$ cat src/hw/rtl/can_sensor_frame_decoder_averager_top_defines.svh
// assertion macros for the sensor frame decoder
`ifndef CAN_SENSOR_FRAME_DECODER_AVERAGER_TOP_DEFINES_SVH
`define CAN_SENSOR_FRAME_DECODER_AVERAGER_TOP_DEFINES_SVH
`ifndef SYNTHESIS
// same-cycle implication
`define CSFDA_ASSERT_IMPLY(label, clk, rst, ante, cons) \
   label: assert property (@(posedge clk) disable iff (rst) (ante) |-> (cons)) \
      else $error("implication check failed");
// next-cycle implication
`define CSFDA_ASSERT_NEXT(label, clk, rst, ante, cons) \
   label: assert property (@(posedge clk) disable iff (rst) (ante) |=> (cons)) \
      else $error("next-cycle check failed");
`else
`define CSFDA_ASSERT_IMPLY(label, clk, rst, ante, cons)
`define CSFDA_ASSERT_NEXT(label, clk, rst, ante, cons)
`endif
`endif

$ cat src/hw/rtl/csfda_pkg.sv
package csfda_pkg;

   localparam int ID_W    = 11;
   localparam int MUX_W   = 8;
   localparam int BYTE_W  = 8;
   localparam int VALUE_W = 32;
   localparam int CNT_W   = 16;
   localparam int SUM_W   = 64;

   localparam logic [ID_W-1:0] ID_BASE_RESET = 11'd1377;

   // measurement kinds, offset from the base id and matching mux byte
   localparam int KIND_W = 3;
   localparam logic [KIND_W-1:0] KIND_CURRENT = 3'd0;
   localparam logic [KIND_W-1:0] KIND_VOLT1   = 3'd1;
   localparam logic [KIND_W-1:0] KIND_VOLT2   = 3'd2;
   localparam logic [KIND_W-1:0] KIND_VOLT3   = 3'd3;
   localparam logic [KIND_W-1:0] KIND_TEMP    = 3'd4;

   // divider retires this many quotient bits per cycle
   localparam int DIV_RADIX_BITS = 2;
   localparam int DIV_STEPS      = SUM_W / DIV_RADIX_BITS;
   localparam int STEP_W         = $clog2(DIV_STEPS);

   typedef struct packed {
      logic load_frame;
      logic load_poll;
      logic div_step;
      logic div_done;
   } csfda_cmd_type;

   typedef struct packed {
      logic count_zero;
   } csfda_status_type;

endpackage

$ cat src/hw/rtl/csfda_ctrl.sv
module csfda_ctrl
   import csfda_pkg::*;
(
   input  logic             clock,
   input  logic             reset,
   input  logic             req_valid,
   input  logic             req_action,
   output logic             req_ready,
   output logic             rsp_valid,
   input  logic             rsp_ready,
   input  csfda_status_type status,
   output csfda_cmd_type    cmd
);

   typedef enum logic [1:0] {
      ST_IDLE,
      ST_DIVIDE,
      ST_FINISH
   } state_type;

   localparam logic [STEP_W-1:0] STEP_LAST = STEP_W'(DIV_STEPS - 1);

   state_type         state_ff;
   logic              rsp_valid_ff;
   logic [STEP_W-1:0] step_ff;
   logic              accept;

   assign req_ready = (state_ff == ST_IDLE) && (!rsp_valid_ff || rsp_ready);
   assign accept    = req_valid && req_ready;
   assign rsp_valid = rsp_valid_ff;

   assign cmd.load_frame = accept && !req_action;
   assign cmd.load_poll  = accept && req_action;
   assign cmd.div_step   = (state_ff == ST_DIVIDE);
   assign cmd.div_done   = (state_ff == ST_FINISH);

   always_ff @(posedge clock) begin
      if (reset) begin
         state_ff     <= ST_IDLE;
         rsp_valid_ff <= 1'b0;
         step_ff      <= '0;
      end else begin
         case (state_ff)
            ST_IDLE: begin
               if (accept) begin
                  if (req_action && !status.count_zero) begin
                     state_ff     <= ST_DIVIDE;
                     step_ff      <= '0;
                     rsp_valid_ff <= 1'b0;
                  end else begin
                     rsp_valid_ff <= 1'b1;
                  end
               end else if (rsp_ready) begin
                  rsp_valid_ff <= 1'b0;
               end
            end
            ST_DIVIDE: begin
               step_ff <= step_ff + 1'b1;
               if (step_ff == STEP_LAST) begin
                  state_ff <= ST_FINISH;
               end
            end
            ST_FINISH: begin
               rsp_valid_ff <= 1'b1;
               state_ff     <= ST_IDLE;
            end
            default: begin
               state_ff <= ST_IDLE;
            end
         endcase
      end
   end

endmodule

$ cat src/hw/rtl/csfda_datapath.sv
module csfda_datapath
   import csfda_pkg::*;
#(
   parameter int COUNT_MAX = 65535
) (
   input  logic                      clock,
   input  logic                      reset,
   input  logic                      csr_wr_en,
   input  logic [ID_W-1:0]           csr_wr_data,
   input  logic [ID_W-1:0]           req_frame_id,
   input  logic [MUX_W-1:0]          req_mux_byte,
   input  logic [BYTE_W-1:0]         req_value_byte_hi,
   input  logic [BYTE_W-1:0]         req_value_byte_mid_hi,
   input  logic [BYTE_W-1:0]         req_value_byte_mid_lo,
   input  logic [BYTE_W-1:0]         req_value_byte_lo,
   input  csfda_cmd_type             cmd,
   output csfda_status_type          status,
   output logic                      rsp_frame_accepted,
   output logic                      rsp_average_valid,
   output logic signed [VALUE_W-1:0] rsp_average_current,
   output logic signed [VALUE_W-1:0] rsp_latest_current,
   output logic signed [VALUE_W-1:0] rsp_voltage_one,
   output logic signed [VALUE_W-1:0] rsp_voltage_two,
   output logic signed [VALUE_W-1:0] rsp_voltage_three,
   output logic signed [VALUE_W-1:0] rsp_temperature_reading
);

   localparam logic [CNT_W-1:0] COUNT_LIMIT = CNT_W'(COUNT_MAX);

   // architectural state
   logic [ID_W-1:0]    id_base_ff;
   logic [VALUE_W-1:0] last_current_ff;
   logic [VALUE_W-1:0] volt_ff [3];
   logic [VALUE_W-1:0] temp_ff;
   logic [SUM_W-1:0]   sum_ff;
   logic [CNT_W-1:0]   count_ff;

   // divider
   logic [SUM_W-1:0]   quot_ff;
   logic [SUM_W-1:0]   quot_in;
   logic [CNT_W-1:0]   rem_ff;
   logic [CNT_W-1:0]   rem_in;
   logic [CNT_W-1:0]   divisor_ff;
   logic               neg_ff;

   // result register
   logic               accepted_ff;
   logic               avg_valid_ff;
   logic [VALUE_W-1:0] avg_ff;

   logic [VALUE_W-1:0] value;
   logic [ID_W-1:0]    kind_diff;
   logic [KIND_W-1:0]  kind;
   logic               hit;
   logic [SUM_W-1:0]   sum_mag;
   logic [VALUE_W-1:0] mean_mag;
   logic [VALUE_W-1:0] mean;

   assign value = {req_value_byte_hi, req_value_byte_mid_hi,
                   req_value_byte_mid_lo, req_value_byte_lo};

   // frame id must sit in the five ids from the base, mux byte must match
   assign kind_diff = req_frame_id - id_base_ff;
   assign kind      = kind_diff[KIND_W-1:0];
   assign hit       = (req_frame_id >= id_base_ff) &&
                      (kind_diff <= ID_W'(KIND_TEMP)) &&
                      (req_mux_byte == MUX_W'(kind));

   assign sum_mag  = sum_ff[SUM_W-1] ? (SUM_W'(0) - sum_ff) : sum_ff;
   assign mean_mag = quot_ff[VALUE_W-1:0];
   assign mean     = neg_ff ? (VALUE_W'(0) - mean_mag) : mean_mag;

   assign status.count_zero = (count_ff == '0);

   // restoring division, DIV_RADIX_BITS quotient bits per step
   always_comb begin
      logic [CNT_W:0]   part;
      logic [CNT_W-1:0] rem;
      logic [SUM_W-1:0] quot;
      rem  = rem_ff;
      quot = quot_ff;
      for (int i = 0; i < DIV_RADIX_BITS; i++) begin
         part = {rem, quot[SUM_W-1]};
         quot = {quot[SUM_W-2:0], 1'b0};
         if (part >= {1'b0, divisor_ff}) begin
            part    = part - {1'b0, divisor_ff};
            quot[0] = 1'b1;
         end
         rem = part[CNT_W-1:0];
      end
      quot_in = quot;
      rem_in  = rem;
   end

   always_ff @(posedge clock) begin
      if (reset) begin
         id_base_ff      <= ID_BASE_RESET;
         last_current_ff <= '0;
         volt_ff[0]      <= '0;
         volt_ff[1]      <= '0;
         volt_ff[2]      <= '0;
         temp_ff         <= '0;
         sum_ff          <= '0;
         count_ff        <= '0;
      end else begin
         if (csr_wr_en) begin
            id_base_ff <= csr_wr_data;
         end
         if (cmd.load_frame && hit) begin
            case (kind)
               KIND_CURRENT: begin
                  last_current_ff <= value;
                  if (count_ff < COUNT_LIMIT) begin
                     sum_ff   <= sum_ff + {{(SUM_W - VALUE_W){value[VALUE_W-1]}}, value};
                     count_ff <= count_ff + 1'b1;
                  end
               end
               KIND_VOLT1: volt_ff[0] <= value;
               KIND_VOLT2: volt_ff[1] <= value;
               KIND_VOLT3: volt_ff[2] <= value;
               KIND_TEMP:  temp_ff    <= value;
               default: begin
               end
            endcase
         end
         if (cmd.load_poll) begin
            sum_ff   <= '0;
            count_ff <= '0;
         end
      end
   end

   always_ff @(posedge clock) begin
      if (cmd.load_poll) begin
         quot_ff    <= sum_mag;
         rem_ff     <= '0;
         divisor_ff <= count_ff;
         neg_ff     <= sum_ff[SUM_W-1];
      end else if (cmd.div_step) begin
         quot_ff <= quot_in;
         rem_ff  <= rem_in;
      end
   end

   always_ff @(posedge clock) begin
      if (cmd.load_frame) begin
         accepted_ff  <= hit;
         avg_valid_ff <= 1'b0;
         avg_ff       <= '0;
      end else if (cmd.load_poll) begin
         accepted_ff  <= 1'b0;
         avg_valid_ff <= 1'b1;
         avg_ff       <= last_current_ff;
      end else if (cmd.div_done) begin
         avg_ff <= mean;
      end
   end

   assign rsp_frame_accepted      = accepted_ff;
   assign rsp_average_valid       = avg_valid_ff;
   assign rsp_average_current     = avg_ff;
   assign rsp_latest_current      = last_current_ff;
   assign rsp_voltage_one         = volt_ff[0];
   assign rsp_voltage_two         = volt_ff[1];
   assign rsp_voltage_three       = volt_ff[2];
   assign rsp_temperature_reading = temp_ff;

endmodule

$ cat src/hw/rtl/can_sensor_frame_decoder_averager_top.sv
// a frame or a poll with no samples gives its result in the cycle after the transfer
// a poll with samples steps the 64-by-16 divider (2 bits/cycle), then gives its result
// throughput: one frame per cycle if rsp_ready is high; a dividing poll stalls the input
// one result at a time: a new request is taken when the result register is empty or drains
// reset: synchronous, active high; clears all readings, sum, count and sets id_base to 0x561
`include "can_sensor_frame_decoder_averager_top_defines.svh"

module can_sensor_frame_decoder_averager_top
   import csfda_pkg::*;
#(
   parameter int COUNT_MAX = 65535
) (
   input  logic                      clock,
   input  logic                      reset,
   // configuration
   input  logic                      csr_wr_en,
   input  logic [ID_W-1:0]           csr_wr_data,
   // request channel
   input  logic                      req_valid,
   output logic                      req_ready,
   input  logic                      req_action,
   input  logic [ID_W-1:0]           req_frame_id,
   input  logic [MUX_W-1:0]          req_mux_byte,
   input  logic [BYTE_W-1:0]         req_value_byte_hi,
   input  logic [BYTE_W-1:0]         req_value_byte_mid_hi,
   input  logic [BYTE_W-1:0]         req_value_byte_mid_lo,
   input  logic [BYTE_W-1:0]         req_value_byte_lo,
   // response channel
   output logic                      rsp_valid,
   input  logic                      rsp_ready,
   output logic                      rsp_frame_accepted,
   output logic                      rsp_average_valid,
   output logic signed [VALUE_W-1:0] rsp_average_current,
   output logic signed [VALUE_W-1:0] rsp_latest_current,
   output logic signed [VALUE_W-1:0] rsp_voltage_one,
   output logic signed [VALUE_W-1:0] rsp_voltage_two,
   output logic signed [VALUE_W-1:0] rsp_voltage_three,
   output logic signed [VALUE_W-1:0] rsp_temperature_reading
);

   // commands from the sequencer, status back from the datapath
   csfda_cmd_type    cmd;
   csfda_status_type status;

   // sequencer: owns the handshakes and walks the divider through its steps
   csfda_ctrl u_ctrl (
      .clock      (clock),
      .reset      (reset),
      .req_valid  (req_valid),
      .req_action (req_action),
      .req_ready  (req_ready),
      .rsp_valid  (rsp_valid),
      .rsp_ready  (rsp_ready),
      .status     (status),
      .cmd        (cmd)
   );

   // datapath: frame decode, stored readings, running sum, divider, result register
   // the stored readings feed the response directly, since they only change
   // on the transfer that also loads a new result
   csfda_datapath #(
      .COUNT_MAX (COUNT_MAX)
   ) u_datapath (
      .clock                   (clock),
      .reset                   (reset),
      .csr_wr_en               (csr_wr_en),
      .csr_wr_data             (csr_wr_data),
      .req_frame_id            (req_frame_id),
      .req_mux_byte            (req_mux_byte),
      .req_value_byte_hi       (req_value_byte_hi),
      .req_value_byte_mid_hi   (req_value_byte_mid_hi),
      .req_value_byte_mid_lo   (req_value_byte_mid_lo),
      .req_value_byte_lo       (req_value_byte_lo),
      .cmd                     (cmd),
      .status                  (status),
      .rsp_frame_accepted      (rsp_frame_accepted),
      .rsp_average_valid       (rsp_average_valid),
      .rsp_average_current     (rsp_average_current),
      .rsp_latest_current      (rsp_latest_current),
      .rsp_voltage_one         (rsp_voltage_one),
      .rsp_voltage_two         (rsp_voltage_two),
      .rsp_voltage_three       (rsp_voltage_three),
      .rsp_temperature_reading (rsp_temperature_reading)
   );

   // a held result blocks new requests
   `CSFDA_ASSERT_IMPLY(a_hold_blocks_req, clock, reset, rsp_valid && !rsp_ready, !req_ready)

   // a frame transfer always gives a result on the next cycle
   `CSFDA_ASSERT_NEXT(a_frame_one_cycle, clock, reset, req_valid && req_ready && !req_action, rsp_valid)

   // a poll result never flags an accepted frame
   `CSFDA_ASSERT_IMPLY(a_poll_not_frame, clock, reset, rsp_valid && rsp_average_valid, !rsp_frame_accepted)

   // a frame result carries a zero average
   `CSFDA_ASSERT_IMPLY(a_frame_avg_zero, clock, reset, rsp_valid && !rsp_average_valid, rsp_average_current == '0)

   // no response pending while a poll is being divided
   `CSFDA_ASSERT_IMPLY(a_divide_quiet, clock, reset, cmd.div_step, !rsp_valid && !req_ready)

endmodule
$ cat config.mk
export PLATFORM = sky130hd
export DESIGN_NAME = can_sensor_frame_decoder_averager_top
export DESIGN_NICKNAME = d
export VERILOG_FILES = /design/src/hw/rtl/csfda_pkg.sv /design/src/hw/rtl/csfda_ctrl.sv /design/src/hw/rtl/csfda_datapath.sv /design/src/hw/rtl/can_sensor_frame_decoder_averager_top.sv
export VERILOG_INCLUDE_DIRS = /design/src /design/src/hw/rtl
export SDC_FILE = /design/constraint.sdc
export NUM_CORES = 1
export LEC_CHECK = 0
export BUFFER_PORTS_ARGS = -buffer_cell sky130_fd_sc_hd__buf_2
export CAP_MARGIN = 20
export CELL_PAD_IN_SITES_DETAIL_PLACEMENT = 0
export CELL_PAD_IN_SITES_GLOBAL_PLACEMENT = 1
export CORE_UTILIZATION = 45
export CTS_CLUSTER_DIAMETER = 50
export DETAILED_ROUTE_END_ITERATION = 8
export PLACE_DENSITY = 0.87
export SLEW_MARGIN = 20
export SYNTH_ARGS = -nofsm -noshare
export SYNTH_HDL_FRONTEND = slang
export SYNTH_SLANG_ARGS = --single-unit
export TNS_END_PERCENT = 10
$ cat constraint.sdc
create_clock -name clock -period 11.8 [get_ports clock]
set_clock_uncertainty 0.15 [all_clocks]
set_input_delay 3.54 -clock clock [delete_from_list [all_inputs] [get_ports clock]]
set_output_delay 3.54 -clock clock [all_outputs]
set_load 0.01 [all_outputs]
==> impl_metrics.json, run 1 <==
{
  "layout_setup_ws_ns": 4.01,
  "synth_area_per_cell_um2": 8.90,
  "synth_top_area_share_pct": 24.2,
  "crit_chain": "buf_2, inv_1, a211oi_1, buf_2",
  "crit_path_max_fanout": 2,
  "max_freq_mhz": 128,
  "maxCapViolations": 0,
  "die_w_um": 224,
  "die-area_um2": 50000,
  "io_pins": 264,
  "synth_compound_area_share_pct": 19.1,
  "nNetsFinal": 2874,
  "area_delta_synth_final_pct": 15.6,
  "viasPerCell": 5.83,
  "yosys.area_share.adder_pct": 6.71,
  "relSlewSlack_pct": 32.5,
  "dr.first_iter.drc_count": 1938,
  "p_leak_nw": 10.7,
  "clockRootBuffer": "clkbuf_16",
  "drive_gt1_share_pct": 15.2,
  "grt_overflow_total": 0,
  "portBuffers": 263,
  "drt_pass1_iterations": 5,
  "finalCritPeriodShare_pct": 66.0,
  "status": "finished, final reports clean",
  "required_ns": 8.11,
  "numCtsBuffers": 49,
  "syn_inst": 2480,
  "ant_nets": 0,
  "ctsLongestPathBuffers": 3,
  "critPathCaptureType": "primary output",
  "cts-resized-gates": 0,
  "clkLatencyLatePin_ns": 0.60,
  "ys_seq_area_share_pct": 43.4,
  "synth_top_area_cell": "edfxtp_1",
  "synth_commonest_cells": "nand2_1 (373), a21oi_1 (257), dfxtp_1 (212), o21ai_0 (192), edfxtp_1 (178)",
  "hp-class": "reg2reg",
  "place_congestion": 0.923,
  "min_period_ns": 7.79,
  "synth_top_family_by_area": "compound AO/OA/AOI/OAI gates",
  "cts_setup_buffers": 0,
  "ir_worst_vdd_mv": 0.0960,
  "finalWirelength_um": 68300,
  "cts.sinks": 390,
  "num_vias": 19514,
  "grt_max_degree": 87,
  "grt_pass1_vias": 18173,
  "seq_area_um2": 9590,
  "muxShareOfSynthArea_pct": 1.82,
  "cpMaxStageDelayCell": "a211oi_1",
  "antenna_found_initial": 0,
  "setup_viol": 0,
  "wl_per_cell_um": 20.4,
  "grt.total_usage_pct": 26.7,
  "fp.dieH_um": 224,
  "synth_ff_type": "dfxtp_1",
  "tightestPinTransition_ns": 1.01,
  "critical_path_class": "in2out",
  "yosysMostFrequentCell": "nand2_1",
  "multi_input_area_um2": 11800,
  "total_power_mw": 3.20,
  "final_hold_viol_count": 0,
  "synthSimpleGateAreaFrac_pct": 18.5,
  "critPathMostFrequentCell": "buf_2",
  "cts_tree": "yes",
  "synth_area_um2": 22100,
  "cts_hold_buffers": 0,
  "synthXorXnorAreaFrac_pct": 6.90,
  "fin_tns_setup_ns": 0,
  "power.density_nw_per_um2": 125,
  "synth_edf_count": 178,
  "pre_cts_ws_ns": 3.59,
  "dp_hpwl_um": 49800,
  "synth_area_leaders": "edfxtp_1 (24%), dfxtp_1 (19%), ha_1 (6.3%), nand2_1 (6.3%), a21oi_1 (5.8%)",
  "ys_types": 83,
  "rsz0062_at_grt": "no",
  "drv_slew": 0,
  "diodes": 0,
  "synth_nets": 2664,
  "h-tree-depth": 2,
  "drc": 0,
  "critPathMaxStageDelay_ns": 0.26,
  "grt_pass1_wl_um": 105000,
  "fp-row-count": 80,
  "fillers": 4474,
  "coreArea_um2": 48000,
  "startpoint_type": "input pin",
  "worst_ep_arrival_time_ns": 4.10,
  "ys_ff_latch": 390,
  "path_clk_slew_ns": 0.06,
  "ys_warn_count": 0,
  "initial_core_util_pct": 46.0,
  "async_flop_share_pct": 0
}
[sequential cells by signal, indices dropped and copies added (netlist names), 5 cells and up]
name,count
u_ctrl.step_ff,5
u_datapath.count_ff,16
u_datapath.divisor_ff,16
u_datapath.id_base_ff,11
u_datapath.quot_ff,64
u_datapath.rem_ff,16
u_datapath.rsp_average_current,32
u_datapath.rsp_latest_current,32
u_datapath.rsp_temperature_reading,32
u_datapath.sum_ff,64
u_datapath.volt_ff,96
[cell type report]
| class | count | share of cell area (%) |
|---|---|---|
| Inverter | 78 | 1.15 |
| Multi-Input combinational cell | 1886 | 46.1 |
| Tap cell | 615 | 3.01 |
| Timing Repair Buffer | 285 | 5.88 |
| Sequential cell | 390 | 37.6 |
| Clock buffer | 63 | 5.30 |
| Clock inverter | 28 | 0.975 |
[cells in the final DEF, fill, tap and decap left out, types with 24 or more instances in the layout]
master / synthesis / routed
xnor2_1: 50 / 50
edfxtp_1: 178 / 178
ha_1: 112 / 112
mux2i_1: 30 / 30
a21oi_1: 257 / 257
buf_2: 4 / 263
a21o_1: 44 / 44
and2_1: 39 / 39
xor2_1: 124 / 124
nand4_1: 40 / 40
nor2_1: 128 / 127
nand2_1: 373 / 371
nor3_1: 37 / 35
and3_1: 25 / 24
dfxtp_1: 212 / 211
o21ai_0: 192 / 191
clkbuf_16: 0 / 52
inv_1: 77 / 76
o31ai_1: 35 / 35
nand3_1: 80 / 79
[worst paths after layout]
path	from	to	slack, ns	cells past startpoint
hold reg to reg	u_datapath.rsp_temperature_reading[6]$_SDFFE_PP0P_	u_datapath.rsp_temperature_reading[6]$_SDFFE_PP0P_	0.30	2
setup reg to reg	u_datapath.divisor_ff[1]$_DFFE_PP_	u_datapath.rem_ff[6]$_SDFFE_PP0P_	5.21	23
hold / removal	u_datapath.rsp_temperature_reading[6]$_SDFFE_PP0P_	u_datapath.rsp_temperature_reading[6]$_SDFFE_PP0P_	0.30	2
setup / recovery	rsp_ready	req_ready	4.01	4
[logic make-up after synthesis]
logic type                 Yosys count
and+or+nand+nor                    854
AOI/OAI and AO/OA                  703
DFF                                390
buffers and inverters              204
xor gates and xnor gates           174
adders and majority gates          116
muxes                               39
[stage by stage]
step,instance area [um2],hold slack [ns],utilization (%),instances
2_1_floorplan,22100,0.276,-,2480
3_3_place_gp,23900,0.287,49.7,3253
3_5_place_dp,23900,0.295,49.7,3253
4_1_cts,25500,0.301,53.1,3344
5_1_grt,25500,0.320,53.1,3345
6_report,25500,0.300,53.1,3345
[worst max-delay path, delay by kind of cell]
family                 cells  cell delay [ns]
buffers and inverters      3             0.30
AO/OA/AOI/OAI              1             0.26
[where the power goes]
part / switching, mW / leakage, nW / total, mW / internal (mW)
logic: 0.169 / 6.45 / 0.248 / 0.0783
clock network: 0.625 / 0.781 / 1.49 / 0.867
registers: 0.0167 / 3.50 / 1.46 / 1.44
total: 0.811 / 10.7 / 3.20 / 2.39
[routing by layer]
layer  wire length (um)  GRT usage [%]  share of wire (%)
met5                  0              0                  0
met4               2100           8.73                3.1
met3               4990           5.31                7.3
met2              30600           42.3                 45
met1              30600           36.5                 45
No activity file was read; power rests on OpenSTA's default activity.
==> inputs of run 2 (changes only) <==
- ABC_AREA: default -> 1
- CORE_UTILIZATION: 45 -> 39
- PLACE_DENSITY: 0.87 -> 0.83
- clock period: 11.8 -> 7 ns (I/O delays scaled with it)
==> run 2 against run 1 <==
Sequential share of layout area down 4.2 points. Critical path type is now reg2reg. Sequential power up 71%. Global-route usage up 0.18 points.
==> impl_metrics.json, run 2 <==
{
  "status": "finished, final reports clean",
  "drt_pass1_iterations": 6,
  "fin_tns_setup_ns": 0,
  "top_regs": "u_datapath.volt_ff (96), u_datapath.quot_ff (64), u_datapath.sum_ff (64)",
  "utilization_pct": 46.3,
  "critPathMaxStageDelay_ns": 0.50,
  "p_int_mw": 4.37,
  "grt_pass1_vias": 22734,
  "startpoint_type": "register",
  "grt_max_degree": 80,
  "synthXorXnorAreaFrac_pct": 4.40,
  "relSlewSlack_pct": 32.1,
  "synth_top_family_by_area": "simple AND/OR/NAND/NOR gates",
  "area_delta_synth_final_pct": 16.6,
  "ys_seq_area_share_pct": 38.9,
  "critical_path_class": "reg2reg",
  "drv_slew": 0,
  "path_clk_slew_ns": 0.06,
  "layout_setup_ws_ns": 1.64,
  "crit_chain": "inv_1, ha_1, a21oi_1, nand2_1, a21boi_0, o21ai_0, nand2_1, nand2_1, or2_2, nand2_1, inv_1, ha_1, nand2_1, nor2_1, nand2_1, o21ai_0, a31oi_1, or2_2, nand3_1, buf_4, nand2_1, o21ai_0",
  "p_sw_mw": 1.58,
  "ctsLongestPathBuffers": 3,
  "cts_tree": "yes",
  "finalCritPeriodShare_pct": 76.5,
  "grt_pass1_wl_um": 133000,
  "critPathMostFrequentCell": "nand2_1",
  "cp_top_family": "simple AND/OR/NAND/NOR gates",
  "muxShareOfSynthArea_pct": 0,
  "clkLatencyLatePin_ns": 0.63,
  "grt.total_usage_pct": 26.9,
  "multi_input_area_um2": 13000,
  "fillers": 6397,
  "dr.first_iter.drc_count": 2310,
  "hold_slack_ns": 0.315,
  "rsz0062_at_grt": "no",
  "crit_path_max_fanout": 30,
  "cts.sinks": 390,
  "h-tree-depth": 2,
  "top_register": "u_datapath.volt_ff",
  "drc": 0,
  "combinationalPowerShare_pct": 9.7,
  "tightestPinTransition_ns": 1.02,
  "synth_area_leaders": "edfxtp_1 (22%), dfxtp_1 (17%), nand2_1 (11%), nor2_1 (7.0%), inv_1 (6.8%)",
  "grt_overflow_total": 0,
  "synth_compound_area_share_pct": 14.8,
  "wl_per_cell_um": 19.2,
  "final_hold_viol_count": 0,
  "nNetsFinal": 3878,
  "synth_commonest_cells": "nand2_1 (739), nor2_1 (461), inv_1 (446), o21ai_0 (281), a21oi_1 (271)",
  "numCtsBuffers": 52,
  "ys_types": 54,
  "initial_core_util_pct": 39.8,
  "fp.dieH_um": 253,
  "synthSimpleGateAreaFrac_pct": 27.3,
  "synth_top_area_share_pct": 21.7,
  "coreArea_um2": 62100,
  "mostFrequentLayoutCell": "nand2_1",
  "required_ns": 7.30,
  "ys_ff_latch": 390,
  "antenna_found_initial": 2,
  "place_congestion": 0.966,
  "cpMaxStageDelayCell": "or2_2",
  "pre_cts_ws_ns": 1.20,
  "min_period_ns": 5.36,
  "p_leak_nw": 13.4,
  "finalWirelength_um": 87700,
  "portBuffers": 263,
  "cts_hold_buffers": 0,
  "ys_warn_count": 0,
  "maxCapViolations": 0,
  "yosysMostFrequentCell": "nand2_1",
  "critPathCaptureType": "register",
  "synth_area_per_cell_um2": 7.14,
  "hp-class": "reg2reg",
  "power.density_nw_per_um2": 207,
  "ant_nets": 0,
  "dp_hpwl_um": 69300,
  "synth_ff_type": "dfxtp_1",
  "die-area_um2": 64300,
  "swShare_pct": 26.5,
  "drive_gt1_share_pct": 11.8,
  "async_flop_share_pct": 0,
  "die_w_um": 253,
  "synth_nets": 3639,
  "synth_edf_count": 178,
  "yosys.area_share.adder_pct": 6.01,
  "fp-row-count": 91,
  "largest_reg_flops": 96,
  "max_freq_mhz": 187,
  "critPathBufInv": 3,
  "synth_area_um2": 24700,
  "clockRootBuffer": "clkbuf_16",
  "setup_viol": 0,
  "ir_worst_vdd_mv": 0.234,
  "num_vias": 24278,
  "synth_top_area_cell": "edfxtp_1",
  "io_pins": 264,
  "seq_area_um2": 9590,
  "cts-resized-gates": 0,
  "mostFrequentLayoutCells": "nand2_1 (738), nor2_1 (459), inv_1 (444), o21ai_0 (280), a21oi_1 (271)",
  "clkPwrFrac_pct": 48.4,
  "worst_ep_arrival_time_ns": 5.66,
  "cts_setup_buffers": 0,
  "viasPerCell": 5.31,
  "sequentialPowerShare_pct": 41.9,
  "syn_inst": 3455
}
run 2: path summary, 6_finish.rpt:
check | from | end | slack, ns | cells after the start
setup / recovery | u_datapath.divisor_ff[2]$_DFFE_PP_ | u_datapath.quot_ff[0]$_DFFE_PP_ | 1.64 | 22
hold / removal | u_datapath.id_base_ff[3]$_SDFFE_PP0P_ | u_datapath.id_base_ff[3]$_SDFFE_PP0P_ | 0.32 | 2
setup reg to reg | u_datapath.divisor_ff[2]$_DFFE_PP_ | u_datapath.quot_ff[0]$_DFFE_PP_ | 1.64 | 22
hold reg to reg | u_datapath.id_base_ff[3]$_SDFFE_PP0P_ | u_datapath.id_base_ff[3]$_SDFFE_PP0P_ | 0.32 | 2
run 2: worst reg2reg max path, cell delays in order (launching register included):
cell and delay (ns):
edfxtp_1 0.36, inv_1 0.10, ha_1 0.29, a21oi_1 0.16
nand2_1 0.12, a21boi_0 0.37, o21ai_0 0.24, nand2_1 0.13
nand2_1 0.49, or2_2 0.50, nand2_1 0.07, inv_1 0.05
ha_1 0.34, nand2_1 0.08, nor2_1 0.13, nand2_1 0.06
o21ai_0 0.35, a31oi_1 0.17, or2_2 0.33, nand3_1 0.13
buf_4 0.33, nand2_1 0.17, o21ai_0 0.11
run 2: logic make-up (layout without fill, tap and decap cells):
| kind of cell | after synthesis | count (layout) |
|---|---|---|
| fa+ha+maj | 116 | 116 |
| compound gates | 672 | 672 |
| buf+inv | 556 | 839 |
| simple gates | 1597 | 1597 |
| other cells | 0 | 1 |
| flops | 390 | 390 |
| xor+xnor | 124 | 124 |
run 2: routing by layer:
metal / vias to the layer above / track usage (%) / part of all wire, %
li1: 11939 / - / -
met1: 11371 / 37.1 / 45
met2: 808 / 43.3 / 45
met3: 160 / 3.28 / 6.0
met4: 0 / 9.45 / 3.5
met5: - / 0 / 0
run 2: layout make-up:
class	count	area share, %
multi-input cells	2509	45.2
clock buffers	56	4.65
diodes	1	0.00870
well taps	837	3.64
clock inverters	42	1.94
repair buffers	288	5.27
inverters	453	5.92
flip-flops and latches	390	33.3
run 2: metrics by stage:
| stage | instances | total power [mW] | instance area [um2] |
|---|---|---|---|
| floorplan | 3455 | 2.89 | 24700 |
| global route | 4575 | 6.14 | 28800 |
| global placement | 4477 | 3.11 | 26900 |
| detailed placement | 4477 | 3.11 | 26900 |
| CTS | 4575 | 5.97 | 28800 |
| finish | 4576 | 5.95 | 28800 |
run 2: power by group through the flow:
stage | logic [mW] | registers (mW) | clock network, mW
5_1_grt | 0.636 | 2.50 | 3.00
2_1_floorplan | 0.336 | 2.55 | 0
3_5_place_dp | 0.571 | 2.54 | 0
6_report | 0.576 | 2.49 | 2.88
3_3_place_gp | 0.568 | 2.54 | 0
4_1_cts | 0.573 | 2.49 | 2.91
